<file path="src/rtl/qpv_pkg.sv">
// ----------------------------------------------------------------------------
// qpv_pkg
// Shared types, constants and helpers for the quadrature position/velocity
// block.
// ----------------------------------------------------------------------------
package qpv_pkg;

    localparam int S_TDATA_W = 40;   // pin_a, pin_b, time_us, zero pad
    localparam int S_TUSER_W = 2;    // mode
    localparam int M_TDATA_W = 96;   // position, angle, velocity
    localparam int CFG_DATA_W = 32;

    localparam logic [31:0] SCALE_RESET = 32'd13176795;
    localparam logic [16:0] ALPHA_RESET = 17'd6554;
    localparam logic [16:0] ALPHA_ONE   = 17'd65536;
    // 1e6 / 64 = 15625; the remaining 1/1024 is a shift after the divide.
    localparam logic [31:0] VEL_FACTOR  = 32'd15625;
    localparam int          DIV_STEPS   = 41;

    localparam logic CFG_SCALE = 1'b0;
    localparam logic CFG_ALPHA = 1'b1;

    typedef enum logic [1:0] {
        MODE_PIN   = 2'd0,
        MODE_TICK  = 2'd1,
        MODE_START = 2'd2,
        MODE_NONE  = 2'd3
    } mode_t;

    // Step for pin pair now given previous pair (pair = {A, B}).
    function automatic logic signed [1:0] pin_step(input logic [1:0] now_pins,
                                                   input logic [1:0] prev_pins);
        logic signed [1:0] d;
        d = 2'sd0;
        case ({now_pins, prev_pins})
            4'b00_01: d = -2'sd1;
            4'b00_10: d = 2'sd1;
            4'b01_00: d = 2'sd1;
            4'b01_11: d = -2'sd1;
            4'b10_00: d = -2'sd1;
            4'b10_11: d = 2'sd1;
            4'b11_01: d = 2'sd1;
            4'b11_10: d = -2'sd1;
            default:  d = 2'sd0;
        endcase
        return d;
    endfunction

    // Sign and magnitude to a saturated 32-bit signed value.
    function automatic logic [31:0] sat_signed(input logic neg, input logic [47:0] mag);
        logic [31:0] r;
        if (neg) begin
            if (mag >= 48'h8000_0000) begin
                r = 32'h8000_0000;
            end else begin
                r = 32'd0 - mag[31:0];
            end
        end else begin
            if (mag > 48'h7FFF_FFFF) begin
                r = 32'h7FFF_FFFF;
            end else begin
                r = mag[31:0];
            end
        end
        return r;
    endfunction

endpackage

</file>
<file path="src/rtl/quadrature_position_velocity.sv">
// ----------------------------------------------------------------------------
// quadrature_position_velocity
// Quadrature edge counter with Q16.16 angle and low-pass filtered velocity,
// built around one shared 33x33 multiplier and a bit-serial divider.
// ----------------------------------------------------------------------------
//  channel | ports              | payload
//  --------+--------------------+-------------------------------------------
//  input   | s_tvalid/s_tready  | s_tuser: mode; s_tdata: pins, time_us
//  result  | m_tvalid/m_tready  | m_tuser: velocity_updated; m_tdata: 3 words
//  config  | cfg_valid/cfg_ready| cfg_index, cfg_data
//
//  Pin sample, start, idle mode and a tick without velocity go from decode
//  straight to the angle multiply. A tick that recomputes velocity runs the
//  41-step restoring divider plus five multiplier passes; saturation skips the divide.
//  Reset is synchronous; the counters and filter clear, registers reload.
//  One beat in flight; a result held by m_tready stalls the next finish.
// ----------------------------------------------------------------------------
module quadrature_position_velocity (
    input  logic                                aclk,
    input  logic                                aresetn,
    input  logic                                s_tvalid,
    output logic                                s_tready,
    // [0] pin_a, [1] pin_b, [33:2] time_us, [39:34] zero
    input  logic [qpv_pkg::S_TDATA_W-1:0]       s_tdata,
    // [1:0] mode
    input  logic [qpv_pkg::S_TUSER_W-1:0]       s_tuser,
    output logic                                m_tvalid,
    input  logic                                m_tready,
    // [31:0] position_count, [63:32] angle_q16, [95:64] velocity_q16
    output logic [qpv_pkg::M_TDATA_W-1:0]       m_tdata,
    // [0] velocity_updated
    output logic                                m_tuser,
    input  logic                                cfg_valid,
    output logic                                cfg_ready,
    input  logic                                cfg_index,
    input  logic [qpv_pkg::CFG_DATA_W-1:0]      cfg_data
);
    import qpv_pkg::*;

    typedef enum logic [3:0] {
        S_IDLE, S_DECODE, S_VMUL, S_VLO, S_VHI, S_VSUM, S_VCHK, S_VDIV,
        S_BLEND, S_BACC, S_AMUL, S_ASAT, S_OUT
    } state_t;

    state_t              state_reg;
    mode_t               mode_reg;
    logic [1:0]          pins_reg;
    logic [31:0]         time_reg;

    logic [31:0]         scale_reg;
    logic [16:0]         alpha_reg;

    logic [31:0]         edge_reg;
    logic [1:0]          prev_pins_reg;
    logic [31:0]         cnt_last_reg;
    logic [31:0]         last_time_reg;
    logic [31:0]         filt_reg;

    logic [31:0]         dt_reg;
    logic [31:0]         dmag_reg;
    logic                neg_reg;
    logic [31:0]         m_hi_reg;
    logic [78:0]         num_reg;
    logic [31:0]         rem_reg;
    logic [40:0]         quo_reg;
    logic [5:0]          cnt_reg;
    logic                ovf_reg;
    logic [31:0]         angle_reg;
    logic                updated_reg;

    logic                m_tvalid_reg;
    logic [M_TDATA_W-1:0] m_tdata_reg;
    logic                m_tuser_reg;

    logic signed [32:0]  mul_a;
    logic signed [32:0]  mul_b;
    logic signed [65:0]  prod_reg;

    // decode helpers
    logic signed [1:0]   step;
    logic [31:0]         dt_now;
    logic [31:0]         diff_now;
    // divider step
    logic [32:0]         partial;
    logic [33:0]         trial;
    logic                ge;
    // filter helpers
    logic [16:0]         alpha_eff;
    logic [31:0]         inst;
    logic signed [32:0]  vdiff;
    logic signed [50:0]  acc;
    logic [50:0]         acc_mag;
    logic [34:0]         blend_mag;
    logic [31:0]         emag;
    logic [47:0]         angle_mag;

    assign s_tready  = (state_reg == S_IDLE);
    assign cfg_ready = 1'b1;
    assign m_tvalid  = m_tvalid_reg;
    assign m_tdata   = m_tdata_reg;
    assign m_tuser   = m_tuser_reg;

    always_comb begin
        step      = pin_step(pins_reg, prev_pins_reg);
        dt_now    = time_reg - last_time_reg;
        diff_now  = edge_reg - cnt_last_reg;

        partial   = {rem_reg, quo_reg[40]};
        trial     = {1'b0, partial} - {2'b00, dt_reg};
        ge        = !trial[33];

        alpha_eff = (alpha_reg > ALPHA_ONE) ? ALPHA_ONE : alpha_reg;
        if (ovf_reg) begin
            inst = neg_reg ? 32'h8000_0000 : 32'h7FFF_FFFF;
        end else if (neg_reg) begin
            inst = 32'd0 - {1'b0, quo_reg[40:10]};
        end else begin
            inst = {1'b0, quo_reg[40:10]};
        end
        vdiff     = $signed({inst[31], inst}) - $signed({filt_reg[31], filt_reg});

        // filt*65536 + alpha*(inst - filt)
        acc       = $signed({{3{filt_reg[31]}}, filt_reg, 16'd0}) + prod_reg[50:0];
        acc_mag   = acc[50] ? (51'd0 - acc) : acc;
        blend_mag = 35'((acc_mag + 51'd32768) >> 16);

        emag      = edge_reg[31] ? (32'd0 - edge_reg) : edge_reg;
        angle_mag = 48'((prod_reg[63:0] + 64'd32768) >> 16);

        case (state_reg)
            S_VMUL: begin
                mul_a = $signed({1'b0, dmag_reg});
                mul_b = $signed({1'b0, scale_reg});
            end
            S_VLO: begin
                mul_a = $signed({1'b0, prod_reg[31:0]});
                mul_b = $signed({1'b0, VEL_FACTOR});
            end
            S_VHI: begin
                mul_a = $signed({1'b0, m_hi_reg});
                mul_b = $signed({1'b0, VEL_FACTOR});
            end
            S_BLEND: begin
                mul_a = $signed({16'd0, alpha_eff});
                mul_b = vdiff;
            end
            S_AMUL: begin
                mul_a = $signed({1'b0, emag});
                mul_b = $signed({1'b0, scale_reg});
            end
            default: begin
                mul_a = 33'sd0;
                mul_b = 33'sd0;
            end
        endcase
    end

    always_ff @(posedge aclk) begin
        prod_reg <= mul_a * mul_b;

        if (!aresetn) begin
            state_reg     <= S_IDLE;
            m_tvalid_reg  <= 1'b0;
            scale_reg     <= SCALE_RESET;
            alpha_reg     <= ALPHA_RESET;
            edge_reg      <= 32'd0;
            prev_pins_reg <= 2'd0;
            cnt_last_reg  <= 32'd0;
            last_time_reg <= 32'd0;
            filt_reg      <= 32'd0;
            updated_reg   <= 1'b0;
            cnt_reg       <= 6'd0;
        end else begin
            if (cfg_valid && cfg_ready) begin
                case (cfg_index)
                    CFG_SCALE: scale_reg <= cfg_data;
                    CFG_ALPHA: alpha_reg <= cfg_data[16:0];
                    default:   ;
                endcase
            end

            // S_OUT reloads the output register itself
            if (m_tvalid_reg && m_tready && state_reg != S_OUT) begin
                m_tvalid_reg <= 1'b0;
            end

            case (state_reg)
                S_IDLE: begin
                    if (s_tvalid) begin
                        mode_reg  <= mode_t'(s_tuser);
                        pins_reg  <= {s_tdata[0], s_tdata[1]};
                        time_reg  <= s_tdata[33:2];
                        state_reg <= S_DECODE;
                    end
                end
                S_DECODE: begin
                    updated_reg <= 1'b0;
                    if (mode_reg == MODE_TICK && dt_now != 32'd0 &&
                        last_time_reg != 32'd0) begin
                        state_reg <= S_VMUL;
                    end else begin
                        state_reg <= S_AMUL;
                    end
                    case (mode_reg)
                        MODE_PIN: begin
                            edge_reg      <= edge_reg + {{30{step[1]}}, step};
                            prev_pins_reg <= pins_reg;
                        end
                        MODE_TICK: begin
                            dt_reg        <= dt_now;
                            neg_reg       <= diff_now[31];
                            dmag_reg      <= diff_now[31] ? (32'd0 - diff_now) : diff_now;
                            cnt_last_reg  <= edge_reg;
                            last_time_reg <= time_reg;
                        end
                        MODE_START: begin
                            prev_pins_reg <= pins_reg;
                            edge_reg      <= 32'd0;
                            cnt_last_reg  <= 32'd0;
                            last_time_reg <= time_reg;
                        end
                        default: ;
                    endcase
                end
                S_VMUL: state_reg <= S_VLO;
                S_VLO: begin
                    m_hi_reg  <= prod_reg[63:32];
                    state_reg <= S_VHI;
                end
                S_VHI: begin
                    // low partial product plus the rounding bias 512*dt
                    num_reg   <= 79'(prod_reg[45:0]) + (79'(dt_reg) << 9);
                    state_reg <= S_VSUM;
                end
                S_VSUM: begin
                    num_reg   <= num_reg + (79'(prod_reg[45:0]) << 32);
                    state_reg <= S_VCHK;
                end
                S_VCHK: begin
                    // quotient >= 2^41 saturates either way
                    ovf_reg <= (num_reg[78:41] >= {6'd0, dt_reg});
                    rem_reg <= num_reg[72:41];
                    quo_reg <= num_reg[40:0];
                    cnt_reg <= 6'(DIV_STEPS);
                    if (num_reg[78:41] >= {6'd0, dt_reg}) begin
                        state_reg <= S_BLEND;
                    end else begin
                        state_reg <= S_VDIV;
                    end
                end
                S_VDIV: begin
                    rem_reg <= ge ? trial[31:0] : partial[31:0];
                    quo_reg <= {quo_reg[39:0], ge};
                    cnt_reg <= cnt_reg - 6'd1;
                    if (cnt_reg == 6'd1) begin
                        state_reg <= S_BLEND;
                    end
                end
                S_BLEND: state_reg <= S_BACC;
                S_BACC: begin
                    filt_reg    <= sat_signed(acc[50], {13'd0, blend_mag});
                    updated_reg <= 1'b1;
                    state_reg   <= S_AMUL;
                end
                S_AMUL: state_reg <= S_ASAT;
                S_ASAT: begin
                    angle_reg <= sat_signed(edge_reg[31], angle_mag);
                    state_reg <= S_OUT;
                end
                S_OUT: begin
                    if (!m_tvalid_reg || m_tready) begin
                        m_tvalid_reg <= 1'b1;
                        m_tdata_reg  <= {filt_reg, angle_reg, edge_reg};
                        m_tuser_reg  <= updated_reg;
                        state_reg    <= S_IDLE;
                    end
                end
                default: state_reg <= S_IDLE;
            endcase
        end
    end

`ifndef SYNTH
    // the divider remainder always stays below the divisor
    assert property (@(posedge aclk) disable iff (!aresetn)
        (state_reg == S_VDIV) |-> (rem_reg < dt_reg))
        else $error("divider remainder not below dt");

    // filter state only moves at the blend step
    assert property (@(posedge aclk) disable iff (!aresetn)
        !$stable(filt_reg) |-> $past(state_reg == S_BACC))
        else $error("filtered velocity changed outside blend");

    // edge count only moves at decode
    assert property (@(posedge aclk) disable iff (!aresetn)
        !$stable(edge_reg) |-> $past(state_reg == S_DECODE))
        else $error("edge count changed outside decode");

    // one beat in flight: no accept right after an accept
    assert property (@(posedge aclk) disable iff (!aresetn)
        (s_tvalid && s_tready) |=> !s_tready)
        else $error("accepted a beat while busy");

    // a velocity-updated result only follows a tick beat
    assert property (@(posedge aclk) disable iff (!aresetn)
        (state_reg == S_OUT && updated_reg) |-> (mode_reg == MODE_TICK))
        else $error("velocity update flagged on a non-tick beat");
`endif

endmodule

</file>
<file path="config.mk">
export PLATFORM = sky130hd
export DESIGN_NAME = quadrature_position_velocity
export DESIGN_NICKNAME = d
export VERILOG_FILES = /design/src/rtl/qpv_pkg.sv /design/src/rtl/quadrature_position_velocity.sv
export SDC_FILE = /design/constraint.sdc
export NUM_CORES = 2
export LEC_CHECK = 0
export BUFFER_PORTS_ARGS = -buffer_cell sky130_fd_sc_hd__buf_2
export CAP_MARGIN = 20
export CORE_MARGIN = 1.5
export CORE_UTILIZATION = 66
export CTS_CLUSTER_DIAMETER = 150
export CTS_CLUSTER_SIZE = 28
export DETAILED_ROUTE_END_ITERATION = 10
export GPL_ROUTABILITY_DRIVEN = 0
export MAX_ROUTING_LAYER = met4
export PLACE_DENSITY = 0.87
export SLEW_MARGIN = 20
export SYNTH_ARGS = -nofsm -noshare
export SYNTH_HDL_FRONTEND = slang
export SYNTH_SLANG_ARGS = --single-unit
</file>
<file path="constraint.sdc">
create_clock -name aclk -period 17.3 [get_ports aclk]
set_clock_uncertainty 0.05 [all_clocks]
set_input_delay 4.325 -clock aclk [delete_from_list [all_inputs] [get_ports aclk]]
set_output_delay 4.325 -clock aclk [all_outputs]
set_load 0.02 [all_outputs]
</file>
=== Word-level counts from Yosys, hierarchy flattened ===
Memory sizes are Yosys's and may differ from the RTL's.
Index checks and enable logic that the tools add are counted.
W data, S select, Z words.

* Output and inout bits: 100
* Memory bits (read-only): 32
* Input bits: 80
* Memories kept: 1
* Register bits after elaboration: 670
* Logic and storage cells: 139

* Reductions and logical operators: 35
* Multiply operators: 1
* Add/subtract/negate cells: 17
* Eq/ne operators: 19
* Bitwise operators: 1
* Order comparisons: 6
* Multiplexer cells: 32

{| class="wikitable"
|+ Memory list
! memory !! depth !! width !! read ports !! clocked after memory_dff !! write ports !! RTL line !! RTL
|-
| (no name shown) || 16 || 2 || 1 || 0 || 0 || qpv_pkg.sv:35 || <nowiki>case ({now_pins, prev_pins})</nowiki>
|}

{| class="wikitable"
|+ Operators with widths
! cell !! number
|-
| $mux W32 || 11
|-
| $pmux W32 S2 || 3
|-
| $pmux W32 S5 || 1
|-
| $pmux W79 S2 || 1
|-
| $sub A1 B32 Y32 const A || 4
|-
| $pmux W33 S3 || 1
|-
| $pmux W41 S2 || 1
|-
| $add A79 B78 Y79 || 1
|-
| $add A64 B16 Y64 const B || 1
|-
| $mul A33 B33 Y64 || 1
|-
| $reduce_bool A32 Y1 || 2
|-
| $sub A32 B32 Y32 || 2
|-
| $pmux W4 S13 || 1
|-
| $add A51 B16 Y51 const B || 1
|-
| $add A51 B51 Y51 || 1
|-
| $mux W51 || 1
|-
| $sub A1 B51 Y51 const A || 1
|-
| $ge A48 B32 Y1 const B || 1
|-
| $gt A48 B31 Y1 const B || 1
|-
| $add A46 B41 Y47 || 1
|-
| $ge A38 B32 Y1 || 1
|-
| $ge A35 B32 Y1 const B || 1
|-
| $gt A35 B31 Y1 const B || 1
|-
| $sub A33 B32 Y34 || 1
|-
| other kinds (30) || 70
|}

=== Depth between registers and ports, before layout ===
* Depth in word-level cells: 7
* Depth in mapped cells: 56
* Gate-level depth less buffers: 54

=== Worst setup path before layout ===
Ideal clock, no wire load.

* Kind: reg2reg
* From: reg quo_reg[12]
* To: reg prod_reg[60]
* Data arrival time: 12.685 ns
* Period minus slack after synthesis: 12.807 ns
* Setup time: 0.072 ns
* Buffers on the path: 2
* Stages on the path, launching flop included: 54
* Required time: 17.178 ns
* Path slack: 4.493 ns
* Cell sequence: edfxtp_1 -> nor3_1 -> nand2_1 -> nor3_1 -> nor3b_1 -> nand2_1 -> nor4_1 -> nand2_1 -> or3_1 -> or3_1 -> or3_1 -> or2_2 -> nor4_1 -> nor3_1 -> a21oi_1 -> o22ai_1 -> ha_1 -> and3_1 -> (+18 left out) -> inv_1 -> ha_1 -> o21a_1 -> o21ai_0 -> nand2b_1 -> a21oi_1 -> a21oi_1 -> nand4_1 -> a31oi_1 -> o211ai_1 -> o31ai_1 -> o41a_1 -> a41oi_1 -> o21ai_0 -> a21oi_1 -> o21bai_1 -> a21oi_1 -> xnor2_1

* Word-level cells in the longest chain between the ends: 6

{| class="wikitable"
|+ RTL lines
! what !! RTL line !! RTL
|-
| start, declared || quadrature_position_velocity.sv:65 || <nowiki>logic [40:0] quo_reg;</nowiki>
|-
| start signal, assigned || quadrature_position_velocity.sv:243 || <nowiki>quo_reg <= num_reg[40:0];</nowiki>
|-
| start signal, assigned || quadrature_position_velocity.sv:253 || <nowiki>quo_reg <= {quo_reg[39:0], ge};</nowiki>
|-
| $sub A1 B31 Y32 || quadrature_position_velocity.sv:116 || <nowiki>inst = 32'd0 - {1'b0, quo_reg[40:10]};</nowiki>
|-
| $mux W32 * || quadrature_position_velocity.sv:115 || <nowiki>end else if (neg_reg) begin</nowiki>
|-
| $mux W32 * || quadrature_position_velocity.sv:113 || <nowiki>if (ovf_reg) begin</nowiki>
|-
| $sub A32 B32 Y33 * || quadrature_position_velocity.sv:120 || <nowiki>vdiff = $signed({inst[31], inst}) - $signed({filt_reg[31], filt_reg});</nowiki>
|-
| $pmux W33 S3 * || quadrature_position_velocity.sv:130 || <nowiki>case (state_reg)</nowiki>
|-
| $mul A33 B33 Y64 * || quadrature_position_velocity.sv:159 || <nowiki>prod_reg <= mul_a * mul_b;</nowiki>
|-
| end signal, assigned || quadrature_position_velocity.sv:159 ||
|-
| end, declared || quadrature_position_velocity.sv:77 || <nowiki>logic signed [65:0] prod_reg;</nowiki>
|}

Mark *: on every way between the ends. The rest lies on a longest branch, timed or not.
A chain may end at the register's enable or synchronous reset.

=== Worst setup path after layout ===
Same ends and word-level chain as after synthesis.

==> impl_metrics.ini <==
[clock_tree]
cts.repair_timing.setup_buffer_count = 0
root_buffer = sky130_fd_sc_hd__clkbuf_16
cts.hold.buffers_added = 0
numCtsBuffers = 28
clockBufferDepth = 3
cts_tree = built
ctsResizeCount = 0
clkLatencyLatePin_ns = 0.73
clkSinkCount = 670
number_of_levels_in_the_clock_h_tree = 1
clock_pin_slew_reported_for_the_worst_setup_and_hold_paths_after_clock_tree_synthesis_ns = 0.12

[drt]
drt-wirelength-per-cell_um = 23.8
vias_per_cell = 6.57
totalWireLength_um = 251000
vias = 69300
detail_route.drc_violations = 16
drt_iter0_markers = 9982
drt_pre_antenna_iters = 11
drt.antenna.violating_nets = 0

[floorplan]
floorplan.initialDensity = 0.666
die_area_um2 = 121000
std_cell_rows = 126
die_width_um = 348
floorplan.io_pins = 180
floorplan_die_height_um = 348
core_area_um2 = 118000

[setup_path]
r2r_setup_slack_ns = 1.81
cell_with_the_most_instances_on_the_worst_path = sky130_fd_sc_hd__fa_1
path_buf_inv = 3
critical_path.endpoint_type = flop
crit_path_max_incr_delay_ns = 0.89
crit_arrival_ns = 16.06
startpoint_type = flop
critical_path_maximum_fanout = 18
worst_r2r_endpoint = prod_reg[60]$_DFF_P_
critical_path.reg2reg.startpoint = quo_reg[12]$_DFFE_PP_
cp_top_family = compound AO/OA/AOI/OAI gates
required_ns = 17.87
startpoint = quo_reg[12]$_DFFE_PP_
type_of_the_worst_setup_path = reg2reg
worst_reg_to_reg_path_cell_count = 52
cp_slowest_cell = sky130_fd_sc_hd__a32o_1

[cells_and_area]
fin_util = 0.697
area_growth_pct = 4.61
fin_area_um2 = 82400
mostFrequentLayoutCell = sky130_fd_sc_hd__nand2_1
layout_common_cells = sky130_fd_sc_hd__nand2_1, sky130_fd_sc_hd__inv_1, sky130_fd_sc_hd__fa_1, sky130_fd_sc_hd__ha_1, sky130_fd_sc_hd__nor2_1
final_nets = 10600
count_of_filler_cells_inserted_in_the_layout = 8542
post_route_cells_drive_above_1_share = 0.0572
instances_no_fill = 10600
largest_register_ff_count = 96

[synthesis]
ys_seq_elements = 670
postSynthNetCount = 10600
mappedNetlistArea_um2 = 78800
synth-xor-area-share = 0.0465
post_synth_num_cell_types = 113
synth_simple_gate_area_frac = 0.176
area_fraction_in_compound_gates_after_synthesis = 0.129
synthAdderAreaFrac = 0.335
synthesis.area_per_instance_um2 = 8.73
proportion_of_synthesized_flip_flops_having_asynchronous_set_or_reset = 0
synth_top_flop_cell = sky130_fd_sc_hd__edfxtp_1
dominant_combinational_cell_family_by_area_after_synthesis = adder cells
synth_edf_count = 415
yosys-mux-area-fraction = 0.00694
synth.yosys.warnings = 0
post_synth_inst_count = 9018
synth.yosys.seq_area_share = 0.223

[placement]
dpl.cell_count = 10500
portBuffers = 172
post_dp_cell_area_um2 = 81500
place.detailed.hpwl_um = 185000

[run]
max-cap-violations = 0

[timing]
fin_tns_setup_ns = 0
timing_max_transition_violations_final = 0
min_period_ns = 15.49
hold_violations = 0
post-route-period-util = 0.895
timing_worst_slew_pin_value_ns = 1.25
grt_setup_unrepaired = no
slew-limit-headroom = 0.169
report.final.setup_viol = 0
achievable-frequency_mhz = 64.6
min_hold_slack_ns = 0.378

[worst_hold_path]
hold_path_startpoint = angle_reg[13]$_DFFE_PP_
worst_hold_path.num_cells = 0
whs_endpoint = m_tdata[45]$_DFFE_PP_
hold_path.class = reg2reg

[grt]
grt_max_degree = 106
first_global_vias = 68700
number_of_antenna_violations_at_the_first_check_in_global_routing = 15
grt.overflow.total = 0
global_route_wire_length_before_repair_um = 384000
grtUsageTotal = 0.424

[status]
run_status = finished, violations left
failing_checks = DRC

[pwr]
ir_drop_mv = 0.0891
power_density_nw_per_um2 = 81.6
p_leak_nw = 38.4
-- cell families (layout without fill, tap and decap cells) --
family | after synthesis | after routing
compound gates | 1568 | 1568
xor+xnor | 415 | 415
fa+ha+maj | 1545 | 1545
buf+inv | 1760 | 1732
flops | 670 | 670
mux | 53 | 53
other cells | 1 | 33
simple gates | 3006 | 3006
-- layout make-up --
type,instances,area [um2],share of cell area
Inverter,1353,5080,0.0617
Multi-Input combinational cell,6588,54900,0.666
Clock buffer,48,797,0.00967
Clock inverter,4,48.8,0.000592
Antenna cell,32,80.1,0.000972
Tap cell,1536,1920,0.0233
Timing Repair Buffer,327,2030,0.0246
Sequential cell,670,17600,0.213
-- worst reg2reg max path: cells and delay by family, from the launching register on --
kind	cells	cell delay, ns
adders and majority gates	10	4.89
DFF	1	0.48
xor gates and xnor gates	1	0.16
buffers and inverters	3	0.15
and+or+nand+nor	18	4.39
AOI/OAI and AO/OA	20	5.33
-- per-layer routing --
layer,up-vias,GRT usage,wire (um)
met2,5175,0.605,104000
met1,32800,0.495,83700
met5,-,-,0
met4,0,0.275,21900
met3,1625,0.171,41000
li1,29700,-,-
-- synthesized netlist by cell type (70+ instances only) --
library cell	instances	share of area
sky130_fd_sc_hd__fa_1	936	0.24
sky130_fd_sc_hd__nand2_1	1387	0.066
sky130_fd_sc_hd__xnor2_1	251	0.028
sky130_fd_sc_hd__dfxtp_1	255	0.065
sky130_fd_sc_hd__and2_1	163	0.013
sky130_fd_sc_hd__nor3_1	145	0.0092
sky130_fd_sc_hd__edfxtp_1	415	0.16
sky130_fd_sc_hd__ha_1	608	0.097
sky130_fd_sc_hd__nand3_1	170	0.011
sky130_fd_sc_hd__clkbuf_1	364	0.017
sky130_fd_sc_hd__o21ai_0	328	0.021
sky130_fd_sc_hd__nor2_1	587	0.028
sky130_fd_sc_hd__xor2_1	162	0.018
sky130_fd_sc_hd__a21oi_1	469	0.030
sky130_fd_sc_hd__inv_1	1352	0.064
sky130_fd_sc_hd__a21o_1	132	0.013
sky130_fd_sc_hd__and3_1	70	0.0056
-- how the worst max path moves through the flow --
| stage | endpoint | depth (start not counted) |
|---|---|---|
| CTS | prod_reg[60]$_DFF_P_ | 52 |
| global placement | prod_reg[62]$_DFF_P_ | 50 |
| detailed placement | prod_reg[60]$_DFF_P_ | 51 |
| global route | prod_reg[62]$_DFF_P_ | 51 |
| finish | prod_reg[60]$_DFF_P_ | 52 |
| floorplan | prod_reg[60]$_DFF_P_ | 53 |
-- report_power, final --
group	leakage [nW]	switching (mW)	internal, mW	total, mW
registers	5.85	0.0957	1.85	1.94
logic	32.2	2.63	1.27	3.90
clock network	0.398	0.551	0.323	0.873
total	38.4	3.28	3.44	6.72
-- per-stage QoR --
stage          setup WS (ns)  total power, mW
2_1_floorplan           4.49             4.51
3_3_place_gp            2.69             5.48
3_5_place_dp            2.31             5.63
4_1_cts                 2.26             6.49
5_1_grt                 1.13             6.99
6_report                1.81             6.72
Power figures use the tool's default switching activity.
